**src/design/bpalm_pkg.sv**
```systemverilog
// Shared widths, constants, tables and controller/datapath interface types of the level meter.
`timescale 1ns / 1ps
`default_nettype none

package bpalm_pkg;

    // Default for the largest number of readings in one block.
    localparam int MAX_BLOCK_DEF = 64;

    // Field widths.
    localparam int PWR_W   = 16;
    localparam int LEVEL_W = 7;
    localparam int SEQ_W   = 16;
    localparam int STAMP_W = 32;
    localparam int BLK_W   = 7;

    // Datapath widths.
    localparam int SUM_W   = 44;   // Q24 linear power sum
    localparam int ITER_W  = 6;    // holds up to SUM_W - 1
    localparam int STEP_W  = 4;    // indexes the 16 exponent and log steps
    localparam int EXP_STEPS = 16;
    localparam int M_W     = 31;   // Q30 mantissa, below 2.0
    localparam int N_W     = 22;   // Q16 log2 exponent plus 24*65536
    localparam int P_W     = 47;   // scaled reading plus offset
    localparam int LVL_W   = 44;   // level in Q32, signed
    localparam int LOG_W   = 23;   // log2 in Q16, signed

    localparam logic [BLK_W-1:0] BLOCK_LEN_RESET = 7'd10;

    localparam logic signed [PWR_W-1:0] PWR_MIN = -16'sd20480;
    localparam logic signed [PWR_W-1:0] PWR_MAX = 16'sd10240;

    // log2(10) in Q28; dividing the product by 2560 * 4096 gives log2 in Q16.
    localparam logic [29:0] LOG2_10_Q28 = 30'd891723283;
    // 24 * 65536 * 2560 * 4096: moves the exponent from Q0 to Q24 before the divide.
    localparam logic signed [P_W-1:0] EXP_OFFSET = 47'sd16492674416640;
    // ceil(2^26 / 5): exact floor division by five for 24-bit values.
    localparam logic [23:0] RECIP5 = 24'd13421773;

    // 20 * log10(2) in Q16 scaled by 2^16, and level offsets in Q32.
    localparam logic [18:0] LEVEL_PER_LOG2 = 19'd394566;
    localparam logic signed [LVL_W-1:0] LVL_FULL  = 44'sd429496729600;
    localparam logic signed [LVL_W-1:0] LVL_TWO   = 44'sd8589934592;
    localparam logic signed [LVL_W-1:0] LVL_RAISE = 44'sd150323855360;

    localparam logic [LEVEL_W-1:0] LEVEL_MIN    = 7'd0;
    localparam logic [LEVEL_W-1:0] LEVEL_MAX    = 7'd100;
    localparam logic [LEVEL_W-1:0] LEVEL_RAISED = 7'd35;

    // Entry j holds R[j+1] = floor(sqrt(R[j] * 2^30)), R[0] = 2^31, i.e. 2^(2^-(j+1)) in Q30.
    typedef logic [EXP_STEPS-1:0][M_W-1:0] root_tab_t;

    function automatic logic [63:0] isqrt64(input logic [63:0] v);
        logic [63:0] rem;
        logic [63:0] res;
        logic [63:0] bitv;
        rem  = v;
        res  = 64'd0;
        bitv = 64'd1 << 62;
        for (int s = 0; s < 32; s++) begin
            if (rem >= res + bitv) begin
                rem = rem - (res + bitv);
                res = (res >> 1) + bitv;
            end else begin
                res = res >> 1;
            end
            bitv = bitv >> 2;
        end
        return res;
    endfunction

    function automatic root_tab_t make_root_tab();
        root_tab_t   tab;
        logic [63:0] r;
        r = 64'd1 << 31;
        for (int j = 0; j < EXP_STEPS; j++) begin
            r      = isqrt64(r << 30);
            tab[j] = r[M_W-1:0];
        end
        return tab;
    endfunction

    localparam root_tab_t ROOT_TAB = make_root_tab();

    // Commands from the controller to the datapath.
    typedef struct packed {
        logic              capture;
        logic              conv;
        logic              scale;
        logic              exp_step;
        logic              shift;
        logic              acc;
        logic              div_step;
        logic              norm_step;
        logic              log_load;
        logic              log_step;
        logic              lvl;
        logic              finish;
        logic [ITER_W-1:0] iter;
    } bpalm_cmd_t;

    // Status from the datapath to the controller.
    typedef struct packed {
        logic block_full;
        logic mean_zero;
        logic norm_done;
        logic out_free;
    } bpalm_status_t;

endpackage

`default_nettype wire

```
**src/design/bpalm_ctrl.sv**
```systemverilog
// Sequencing state machine of the level meter: issues datapath commands and counts iterations.
`timescale 1ns / 1ps
`default_nettype none

module bpalm_ctrl
    import bpalm_pkg::*;
(
    input  wire logic          clk,
    input  wire logic          rst_n,
    input  wire logic          in_valid,
    output logic               in_ready,
    input  wire bpalm_status_t status,
    output bpalm_cmd_t         cmd
);

    typedef enum logic [10:0] {
        S_IDLE   = 11'b00000000001,
        S_CONV   = 11'b00000000010,
        S_SCALE  = 11'b00000000100,
        S_EXP    = 11'b00000001000,
        S_SHIFT  = 11'b00000010000,
        S_ACC    = 11'b00000100000,
        S_DIV    = 11'b00001000000,
        S_NORM   = 11'b00010000000,
        S_LOG    = 11'b00100000000,
        S_LVL    = 11'b01000000000,
        S_FINISH = 11'b10000000000
    } ctrl_state_t;

    localparam logic [ITER_W-1:0] EXP_LAST = ITER_W'(EXP_STEPS - 1);
    localparam logic [ITER_W-1:0] DIV_LAST = ITER_W'(SUM_W - 1);

    ctrl_state_t       state_reg, state_next;
    logic [ITER_W-1:0] iter_reg, iter_next;

    always_comb
    begin
        state_next = state_reg;
        iter_next  = iter_reg;
        cmd        = '0;
        cmd.iter   = iter_reg;
        in_ready   = 1'b0;
        case (state_reg)
            S_IDLE:
            begin
                in_ready    = 1'b1;
                cmd.capture = in_valid;
                if (in_valid)
                begin
                    state_next = S_CONV;
                end
            end
            S_CONV:
            begin
                cmd.conv   = 1'b1;
                state_next = S_SCALE;
            end
            S_SCALE:
            begin
                cmd.scale  = 1'b1;
                iter_next  = '0;
                state_next = S_EXP;
            end
            S_EXP:
            begin
                cmd.exp_step = 1'b1;
                iter_next    = iter_reg + 1'b1;
                if (iter_reg == EXP_LAST)
                begin
                    state_next = S_SHIFT;
                end
            end
            S_SHIFT:
            begin
                cmd.shift  = 1'b1;
                state_next = S_ACC;
            end
            S_ACC:
            begin
                cmd.acc   = 1'b1;
                iter_next = '0;
                if (status.block_full)
                begin
                    state_next = S_DIV;
                end
                else
                begin
                    state_next = S_IDLE;
                end
            end
            S_DIV:
            begin
                cmd.div_step = 1'b1;
                iter_next    = iter_reg + 1'b1;
                if (iter_reg == DIV_LAST)
                begin
                    state_next = S_NORM;
                end
            end
            S_NORM:
            begin
                iter_next = '0;
                if (status.mean_zero)
                begin
                    state_next = S_FINISH;
                end
                else if (status.norm_done)
                begin
                    cmd.log_load = 1'b1;
                    state_next   = S_LOG;
                end
                else
                begin
                    cmd.norm_step = 1'b1;
                end
            end
            S_LOG:
            begin
                cmd.log_step = 1'b1;
                iter_next    = iter_reg + 1'b1;
                if (iter_reg == EXP_LAST)
                begin
                    state_next = S_LVL;
                end
            end
            S_LVL:
            begin
                cmd.lvl    = 1'b1;
                state_next = S_FINISH;
            end
            S_FINISH:
            begin
                if (status.out_free)
                begin
                    cmd.finish = 1'b1;
                    state_next = S_IDLE;
                end
            end
            default:
            begin
                state_next = S_IDLE;
            end
        endcase
    end

    always_ff @(posedge clk or negedge rst_n)
    begin
        if (!rst_n)
        begin
            state_reg <= S_IDLE;
            iter_reg  <= '0;
        end
        else
        begin
            state_reg <= state_next;
            iter_reg  <= iter_next;
        end
    end

endmodule

`default_nettype wire

```
**config.mk**
```make
export PLATFORM = sky130hd
export DESIGN_NAME = bpalm_ctrl
export DESIGN_NICKNAME = d
export VERILOG_FILES = /design/src/design/bpalm_pkg.sv /design/src/design/bpalm_ctrl.sv
export SDC_FILE = /design/constraint.sdc
export NUM_CORES = 1
export LEC_CHECK = 0
export BUFFER_PORTS_ARGS = -buffer_cell sky130_fd_sc_hd__buf_4
export CAP_MARGIN = 20
export CORE_ASPECT_RATIO = 1.1
export CORE_MARGIN = 4
export CORE_UTILIZATION = 30
export CTS_CLUSTER_SIZE = 20
export DETAILED_ROUTE_END_ITERATION = 8
export HOLD_SLACK_MARGIN = 0.08
export PLACE_DENSITY_LB_ADDON = 0.15
export SLEW_MARGIN = 20
export SYNTH_ARGS = -nofsm -noshare
export SYNTH_HDL_FRONTEND = slang
export SYNTH_SLANG_ARGS = --single-unit
```
**constraint.sdc**
```tcl
create_clock -name clk -period 3.2 [get_ports clk]
set_input_delay 0.16 -clock clk [delete_from_list [all_inputs] [get_ports clk]]
set_output_delay 0.16 -clock clk [all_outputs]
set_load 0.005 [all_outputs]
```
==> flow_metrics.tcl, run 1 <==
set metrics [dict create \
    path_delay_family "simple AND/OR/NAND/NOR gates" \
    power_density_mw_per_mm2 564 \
    placementRows 22 \
    setup_tns_ns 0 \
    ys_seq_area_share_pct 39.2 \
    hold-worst-slack_ns 0.0936 \
    switching_share_pct 38.7 \
    grt_pass1_vias 934 \
    drtAntennaViolNets 0 \
    area_delta_synth_final_pct 22.6 \
    nets 142 \
    p_switching_mw 0.291 \
    start_util_pct 31.9 \
    clockRootBuffer "clkbuf_4" \
    drive_above_1_share_pct 33.1 \
    power.total_mw 0.753 \
    worst_pin_slew_ns 0.534 \
    p_leak_nw 0.660 \
    hold_path_class "input port to flop" \
    synth_cell_types 42 \
    die_h_um 71.2 \
    report.final.slew_viol_count 0 \
    grt_usage_pct 12.0 \
    synth_flop_cell "dfrtp_1" \
    vias_per_cell 4.97 \
    ff_latch_area_sq_um 427 \
    setup_violations 0 \
    dp_hpwl_um 2060 \
    cts.clk_slew.worst_paths_ns 0.11 \
    num_antenna_cells 0 \
    crit_path_max_incr_delay_ns 0.51 \
    synth_edf_count 0 \
    rsz0062_at_grt "no" \
    grt_max_degree 18 \
    fmax_mhz 430 \
    multi_input_area_sq_um 592 \
    place_area_sq_mm 0.00129 \
    synthCells 108 \
    gp_congestion 0.753 \
    cts-hold-fix-buffers 1 \
    endpoint_kind "output pin" \
    cp_cell_sequence "nor3_2, nand2_1, nor4bb_1, buf_4" \
    async_flop_share_pct 100 \
    cts_buffers 3 \
    clkPwrFrac_pct 15.7 \
    num_vias 899 \
    timing_hold_violations_final 0 \
    status "finished clean" \
    min_period_ns 2.33 \
    arrival_ns 2.17 \
    dieArea_sq_mm 0.00466 \
    port_buffers 25 \
    first_pass_iters 4 \
    cts_tree "yes" \
    critPathRequiredTime_ns 3.04 \
    ys_ff_latch 17 \
    pin_count 26 \
    irDropWorstVdd_mv 0.191 \
    comb_power_share_pct 43.6 \
    core_area_sq_mm 0.00341 \
    yosys_warnings 0 \
    cts-resized-gates 0 \
    antenna_found_initial 0 \
    die_w_um 65.4 \
    cap_violations 0 \
    syn_avg_cell_area_sq_um 10.1 \
    max_slew_margin_pct 64.2 \
    ctsHtreeMaxLevel 1 \
    wl_per_cell_um 14.4 \
    worst_path_max_delay_cell "nor4bb_1" \
    drc 0 \
    path_buf_inv 1 \
    drt-initial-drc-count 34 \
    grt_pass1_wl_um 4390 \
    crit_fanout 9 \
    seq_power_share_pct 40.8 \
    clockBufferDepth 2 \
    fin_crit_sh_pct 72.7 \
    synth_fp_nets 116 \
    skew_ns 0.00601 \
    insertion_delay_ns 0.29 \
    design_area_sq_mm 0.00134 \
    largest_register_ff_count 11 \
    cts_setup_buffers 0 \
    final_util_pct 39.1 \
    fill_cells 373 \
    synthesis.area_sq_mm 0.00109 \
    cts_sinks 17 \
    overflow 0 \
    path_class "flop to output pin" \
    drt-total-wl_um 2600 \
    critPathLaunchType "flop" \
    p_int_mw 0.462 \
]
## area by class of cell
type | instances | area share, %
clock buffer | 4 | 1.97
inverter | 6 | 1.69
multi-input combinational | 79 | 44.3
sequential | 17 | 32.0
tap | 48 | 4.50
timing repair buffer | 27 | 15.6
## cell families (layout without fill, tap and decap cells)
| kind of cell | after synthesis | after routing | share of synthesized area (%) |
|---|---|---|---|
| adders and majority gates | 1 | 1 | 1.15 |
| xor gates and xnor gates | 5 | 5 | 4.02 |
| AOI/OAI and AO/OA | 17 | 17 | 11.5 |
| DFF | 17 | 17 | 39.2 |
| muxes | 1 | 1 | 1.03 |
| buffers and inverters | 12 | 37 | 6.44 |
| and+or+nand+nor | 55 | 55 | 36.7 |
## metrics by stage
stage	std cells	worst slack [ns]
global route	181	0.668
global placement	175	1.00
CTS	180	0.870
finish	181	0.874
detailed placement	175	0.979
floorplan	108	1.33
## path summary, 6_finish.rpt
kind                               from      endpoint  slack [ns]  depth (start not counted)
setup / recovery           state_reg[8]        cmd[9]        0.87                          4
hold / removal                 in_valid  state_reg[1]        0.09                          2
setup reg to reg           state_reg[8]  state_reg[7]        0.97                          5
hold reg to reg             iter_reg[3]   iter_reg[3]        0.59                          1
max in group asynchronous         rst_n  state_reg[0]        2.69                          2
min in group asynchronous         rst_n  state_reg[2]        0.26                          2
## layer usage
metal / track usage (%) / share of wire (%) / vias up
li1: - / - / 453
met1: 15.3 / 46 / 425
met2: 19.8 / 48 / 19
met3: 3.81 / 6.1 / 2
met4: 2.76 / 0.38 / 0
met5: 0 / 0 / -
## power groups by stage
| stage | Combinational (mW) | Clock, mW | Sequential (mW) |
|---|---|---|---|
| finish | 0.328 | 0.118 | 0.307 |
| global route | 0.364 | 0.133 | 0.317 |
| CTS | 0.333 | 0.121 | 0.307 |
| detailed placement | 0.330 | 0 | 0.311 |
| global placement | 0.330 | 0 | 0.308 |
| floorplan | 0.285 | 0 | 0.273 |
## placed cells by master, fill, tap and decap left out, drive strengths merged
| cell type | n |
|---|---|
| a21o | 3 |
| a21oi | 2 |
| a22o | 3 |
| a22oi | 1 |
| a311o | 1 |
| a31oi | 1 |
| and2 | 2 |
| and2b | 1 |
| and3 | 3 |
| and4bb | 1 |
| buf | 25 |
| clkbuf | 4 |
| dfrtp | 16 |
| dfstp | 1 |
| dlygate4sd3 | 2 |
| ha | 1 |
| inv | 6 |
| mux2 | 1 |
| nand2 | 6 |
| nand2b | 2 |
| nand3 | 3 |
| nand4 | 5 |
| nand4b | 1 |
| nor2 | 7 |
| nor3 | 5 |
| nor3b | 4 |
| nor4 | 7 |
| nor4b | 5 |
| nor4bb | 1 |
| o211ai | 1 |
| o21ai | 5 |
| or3 | 1 |
| or4b | 1 |
| xnor2 | 3 |
| xor2 | 2 |
## synthesized netlist by cell type, types with 2 or more instances
cell | n | share of area, %
nand2b_1 | 2 | 1.1
a21o_1 | 2 | 1.4
nand4_1 | 5 | 2.9
nor3_1 | 4 | 1.8
o21ai_0 | 5 | 2.3
nor4b_1 | 4 | 3.2
nor4_4 | 2 | 3.9
dfrtp_1 | 16 | 37
inv_1 | 6 | 2.1
xnor2_1 | 3 | 2.4
xor2_1 | 2 | 1.6
nand2_1 | 6 | 2.1
buf_4 | 2 | 1.4
nor4_1 | 4 | 2.3
nand3_1 | 3 | 1.4
buf_6 | 2 | 2.1
and2_1 | 2 | 1.1
and3_4 | 2 | 2.1
a21oi_1 | 2 | 0.92
nor3b_1 | 4 | 2.8
a22o_2 | 3 | 2.8
nor2_1 | 7 | 2.4
No activity file was read; power rests on OpenSTA's default activity.
==> inputs of run 2 (changes only) <==
- clock period: 3.2 -> 2.3 ns (I/O delays scaled with it)
==> run 2 against run 1 <==
Combinational power rose by 42%. Design area rose by 3.6%. Critical path depth did not move. Hold slack improved by 0.13 ns. Critical endpoint is now cmd[7].
==> flow_metrics.tcl, run 2 (synthesized netlist as in run 1, its figures left out) <==
set metrics [dict create \
    die_w_um 65.4 \
    area_delta_synth_final_pct 27.0 \
    overflow 0 \
    timing_hold_violations_final 0 \
    worst_pin_slew_ns 0.516 \
    setup_violations 0 \
    report.final.slew_viol_count 0 \
    irDropWorstVdd_mv 0.296 \
    wl_met3_um 118 \
    grt_max_degree 18 \
    die_h_um 71.2 \
    gp_congestion 0.813 \
    grt_pass1_wl_um 4390 \
    arrival_ns 2.00 \
    power_density_mw_per_mm2 762 \
    pin_count 26 \
    place_area_sq_mm 0.00130 \
    ctsHtreeMaxLevel 1 \
    status "finished clean" \
    grt_pass1_vias 918 \
    min_period_ns 2.11 \
    dp_hpwl_um 2050 \
    critPathLaunchType "flop" \
    wl_met1_um 1190 \
    wl_per_cell_um 14.2 \
    dieArea_sq_mm 0.00466 \
    first_pass_iters 4 \
    start_util_pct 31.9 \
    drt-initial-drc-count 37 \
    setup_tns_ns 0 \
    skew_ns 0.00461 \
    endpoint_kind "output pin" \
    fmax_mhz 473 \
    grt_usage_pct 12.1 \
    port_buffers 25 \
    drt-total-wl_um 2620 \
    critPathRequiredTime_ns 2.18 \
    clockBufferDepth 2 \
    fin_crit_sh_pct 91.9 \
    drive_above_1_share_pct 34.3 \
    rsz0062_at_grt "no" \
    top_layer "met4" \
    largest_register_ff_count 11 \
    hold-worst-slack_ns 0.224 \
    final_common_cell "buf_4" \
    crit_fanout 6 \
    cts_buffers 3 \
    nets 146 \
    cap_violations 0 \
    insertion_delay_ns 0.29 \
    dp.cells 177 \
    cts_sinks 17 \
    placementRows 22 \
    drtAntennaViolNets 0 \
    vias_per_cell 5.00 \
    cts_tree "yes" \
    cts.clk_slew.worst_paths_ns 0.10 \
    final_cell_mix "27 x buf_4, 16 x dfrtp_1, 7 x nor2_1" \
    max_slew_margin_pct 65.1 \
    drc 0 \
    num_antenna_cells 0 \
    num_vias 925 \
    clockRootBuffer "clkbuf_4" \
    p_leak_nw 0.683 \
    design_area_sq_mm 0.00138 \
    stdcell_count 185 \
    core_area_sq_mm 0.00341 \
    path_class "flop to output pin" \
    power.total_mw 1.05 \
    antenna_found_initial 0 \
    wl_met2_um 1280 \
    hold_path_class "input port to async pin" \
]
==> run 2: cell count changes in the layout (fill, tap and decap cells not counted), sizes merged <==
cell	delta
buf	+2
dlygate4sd3	+2
==> run 2: per-layer routing <==
metal,vias to the layer above,GRT usage [%]
met1,436,16.0
li1,460,-
met5,-,0
met2,25,19.7
met4,0,4.15
met3,4,2.38
==> run 2: power breakdown <==
group	internal (mW)	switching [mW]	leakage, nW
clock network	0.0674	0.0930	0.0150
logic	0.229	0.237	0.436
registers	0.348	0.0793	0.232
total	0.644	0.409	0.683
==> run 2: repair_timing <==
item,4_1_cts,5_1_grt
hold endpoints to repair,20,0
endpoints found under the setup margin,0,3
hold buffers,4,0
resized for setup,0,2
buffers inserted,0,0
==> run 2: worst max-delay path: stages (launching register included) <==
cell and delay, ns:
dfrtp_1 0.46, nor4_4 0.46, nand2_1 0.23, nor4b_2 0.39, buf_4 0.18
==> run 2: through the flow <==
step / setup WS, ns / util (%)
2_1_floorplan: 0.434 / -
3_3_place_gp: 0.179 / 38.2
3_5_place_dp: 0.197 / 38.2
4_1_cts: 0.0310 / 40.1
5_1_grt: 0.0185 / 40.5
6_report: 0.187 / 40.5
==> run 2: path summary, 6_finish.rpt <==
check,startpoint,slack [ns],cells past startpoint,to
min,rst_n,0.22,2,state_reg[9]
max reg2reg,state_reg[4],0.21,5,state_reg[7]
min reg2reg,iter_reg[1],0.58,1,iter_reg[1]
min in group clk,status[1],0.23,4,state_reg[7]
max in group asynchronous,rst_n,1.82,2,state_reg[0]
max,state_reg[4],0.19,4,cmd[7]
==> run 2: cell type report <==
class                           count  area (sq um)
Fill cell                         371          2030
Timing Repair Buffer               31           243
Multi-Input combinational cell     79           604
Clock buffer                        4          26.3
Tap cell                           48          60.1
Inverter                            6          22.5
Sequential cell                    17           427
==> inputs of run 3 (changes only) <==
- ABC_AREA: unset -> 1
==> run 3 against run 2 <==
Core utilization rose by 0.15 points. Final cell count grew 24%. Clock-buffer cell count decreased by 1. Clock skew about the same. Flip-flop and latch count stayed put. Global-route usage barely moved. Critical path type unchanged. Highest routed layer unchanged.
==> flow_metrics.tcl, run 3 <==
set metrics [dict create \
    min_period_ns 2.00 \
    cts_sinks 17 \
    power.total_mw 1.02 \
    vias_per_cell 4.43 \
    synth_top_family_by_area "simple AND/OR/NAND/NOR gates" \
    grt_usage_pct 12.1 \
    synth_top_cell_by_area "dfrtp_1" \
    yosys-top-cells-count "28 x inv_1, 26 x nand2_1, 22 x nor2_1, 16 x dfrtp_1, 11 x nand3_1" \
    ctsHtreeMaxLevel 1 \
    clockRootBuffer "clkbuf_4" \
    synth_edf_count 0 \
    area_delta_synth_final_pct 25.6 \
    num_vias 1014 \
    antenna_found_initial 0 \
    cts.clk_slew.worst_paths_ns 0.10 \
    cts-resized-gates 0 \
    rsz0062_at_grt "no" \
    ys_ff_latch 17 \
    cp-startpoint "iter_reg[0]" \
    grt_max_degree 18 \
    cts_tree "yes" \
    nets 190 \
    yosys.area_share.simple_pct 41.8 \
    synth_compound_area_share_pct 5.96 \
    placementRows 22 \
    skew_ns 0.00488 \
    p_leak_nw 0.815 \
    crit_fanout 6 \
    report.final.slew_viol_count 0 \
    fmax_mhz 500 \
    final_common_cell "inv_1" \
    synth_top_area_share_pct 36.0 \
    critPathRequiredTime_ns 2.18 \
    muxShareOfSynthArea_pct 0 \
    synth_fa_ha_area_share_pct 1.12 \
    grt_pass1_vias 1038 \
    worst_path_max_delay_cell "dfrtp_1" \
    finalWorstSetupSlack_ns 0.300 \
    final_cell_mix "28 x inv_1, 26 x nand2_1, 25 x buf_4" \
    synthXorXnorAreaFrac_pct 2.36 \
    synthesis.area_sq_mm 0.00111 \
    syn_avg_cell_area_sq_um 7.37 \
    num_antenna_cells 0 \
    drt-initial-drc-count 41 \
    synthCells 151 \
    drt-total-wl_um 2610 \
    max_slew_margin_pct 82.7 \
    dp_hpwl_um 2190 \
    power_density_mw_per_mm2 728 \
    synth_fp_nets 159 \
    pin_count 26 \
    dieArea_sq_mm 0.00475 \
    fin_crit_sh_pct 87.0 \
    cts_setup_buffers 0 \
    largest_register_ff_count 11 \
    critPathLaunchType "flop" \
    drc 0 \
    hold_path_class "input port to flop" \
    first_pass_iters 4 \
    worst_pin_slew_ns 0.259 \
    gp_congestion 0.825 \
    setup_violations 0 \
    cp_cell_sequence "ha_1, inv_1, nor2_1, nand3_1, nand3_1, nand2_1, nor2_2, nand2_4, nor2_1, buf_4" \
    port_buffers 25 \
    wl_per_cell_um 11.4 \
    start_util_pct 32.4 \
    clockBufferDepth 2 \
    core_area_sq_mm 0.00344 \
    status "finished clean" \
    hold_start "status[3]" \
    endpoint_kind "output pin" \
    drtAntennaViolNets 0 \
    setup_tns_ns 0 \
    cts_buffers 3 \
    timing_hold_violations_final 0 \
    rr_startpoint "iter_reg[0]" \
    cap_violations 0 \
    arrival_ns 1.89 \
    synth_cell_types 24 \
    synth_flop_cell "dfrtp_1" \
    overflow 0 \
    grt_pass1_wl_um 4430 \
    synthTopCellsByArea "dfrtp_1 36%, inv_1 9.4%, nand2_1 8.8%" \
    drive_above_1_share_pct 32.0 \
    pre_cts_ws_ns 0.652 \
    ys_seq_area_share_pct 38.3 \
    path_class "flop to output pin" \
    async_flop_share_pct 100 \
    die_w_um 66.1 \
    synth.most_common_cell "inv_1" \
    irDropWorstVdd_mv 0.396 \
    insertion_delay_ns 0.30 \
    die_h_um 71.9 \
    crit_path_max_incr_delay_ns 0.43 \
    yosys_warnings 0 \
    final_util_pct 40.7 \
]
run 3: cell count changes after synthesis, moves of 5 or more:
cell	previous run	this run
inv_1	6	28
nand2_1	6	26
nand2_2	0	5
nand3_1	3	11
nor2_1	7	22
nor2_2	0	9
run 3: worst max-delay path, delay by kind of cell, from the launching register on:
kind,cells,cell delay [ns]
adder cells (fa/ha/maj),1,0.19
buffers and inverters,2,0.17
AND/OR/NAND/NOR,7,0.79
flip-flops,1,0.43
run 3: area by class of cell:
class	count	area [sq um]
Sequential cell	17	427
Clock inverter	1	5.00
Multi-Input combinational cell	103	571
Inverter	31	116
Fill cell	363	2040
Tap cell	48	60.1
Timing Repair Buffer	26	198
Clock buffer	3	22.5
run 3: final timing paths:
path | depth (start not counted) | slack (ns) | end
max | 10 | 0.30 | cmd[17]
min reg2reg | 2 | 0.55 | state_reg[0]
min | 3 | 0.11 | state_reg[6]
min in group asynchronous | 2 | 0.20 | state_reg[2]
max reg2reg | 9 | 0.64 | state_reg[0]
max in group asynchronous | 2 | 1.84 | state_reg[0]
run 3: what timing repair did:
action / 4_1_cts / 5_1_grt
setup endpoints to repair: 0 / 0
hold buffers: 1 / 0
endpoints found under the hold margin: 17 / 0
run 3: report_power, final:
group | total, mW | internal, mW | switching (mW)
clock | 0.169 | 0.0649 | 0.104
combinational | 0.461 | 0.190 | 0.271
sequential | 0.389 | 0.347 | 0.0412
run 3: stage by stage:
stage / cell area (sq um) / hold WS (ns) / std cells
3_5_place_dp: 1360 / -0.00184 / 224
5_1_grt: 1400 / 0.127 / 229
2_1_floorplan: 1110 / -0.181 / 151
4_1_cts: 1400 / 0.110 / 229
3_3_place_gp: 1360 / -0.00334 / 224
6_report: 1400 / 0.108 / 229
run 3: cell families (layout without fill, tap and decap cells):
family,Yosys count,in the layout
flops,17,17
xor+xnor,3,3
fa+ha+maj,1,1
simple gates,88,88
buf+inv,31,61
compound gates,11,11
run 3: per-layer routing:
layer | GRT usage, % | wire length (um) | share of wire (%) | vias up
met3 | 2.48 | 133 | 5.1 | 9
li1 | - | - | - | 524
met5 | 0 | 0 | 0 | -
met1 | 14.0 | 1120 | 43 | 458
met4 | 7.00 | 95 | 3.6 | 0
met2 | 20.4 | 1260 | 48 | 23
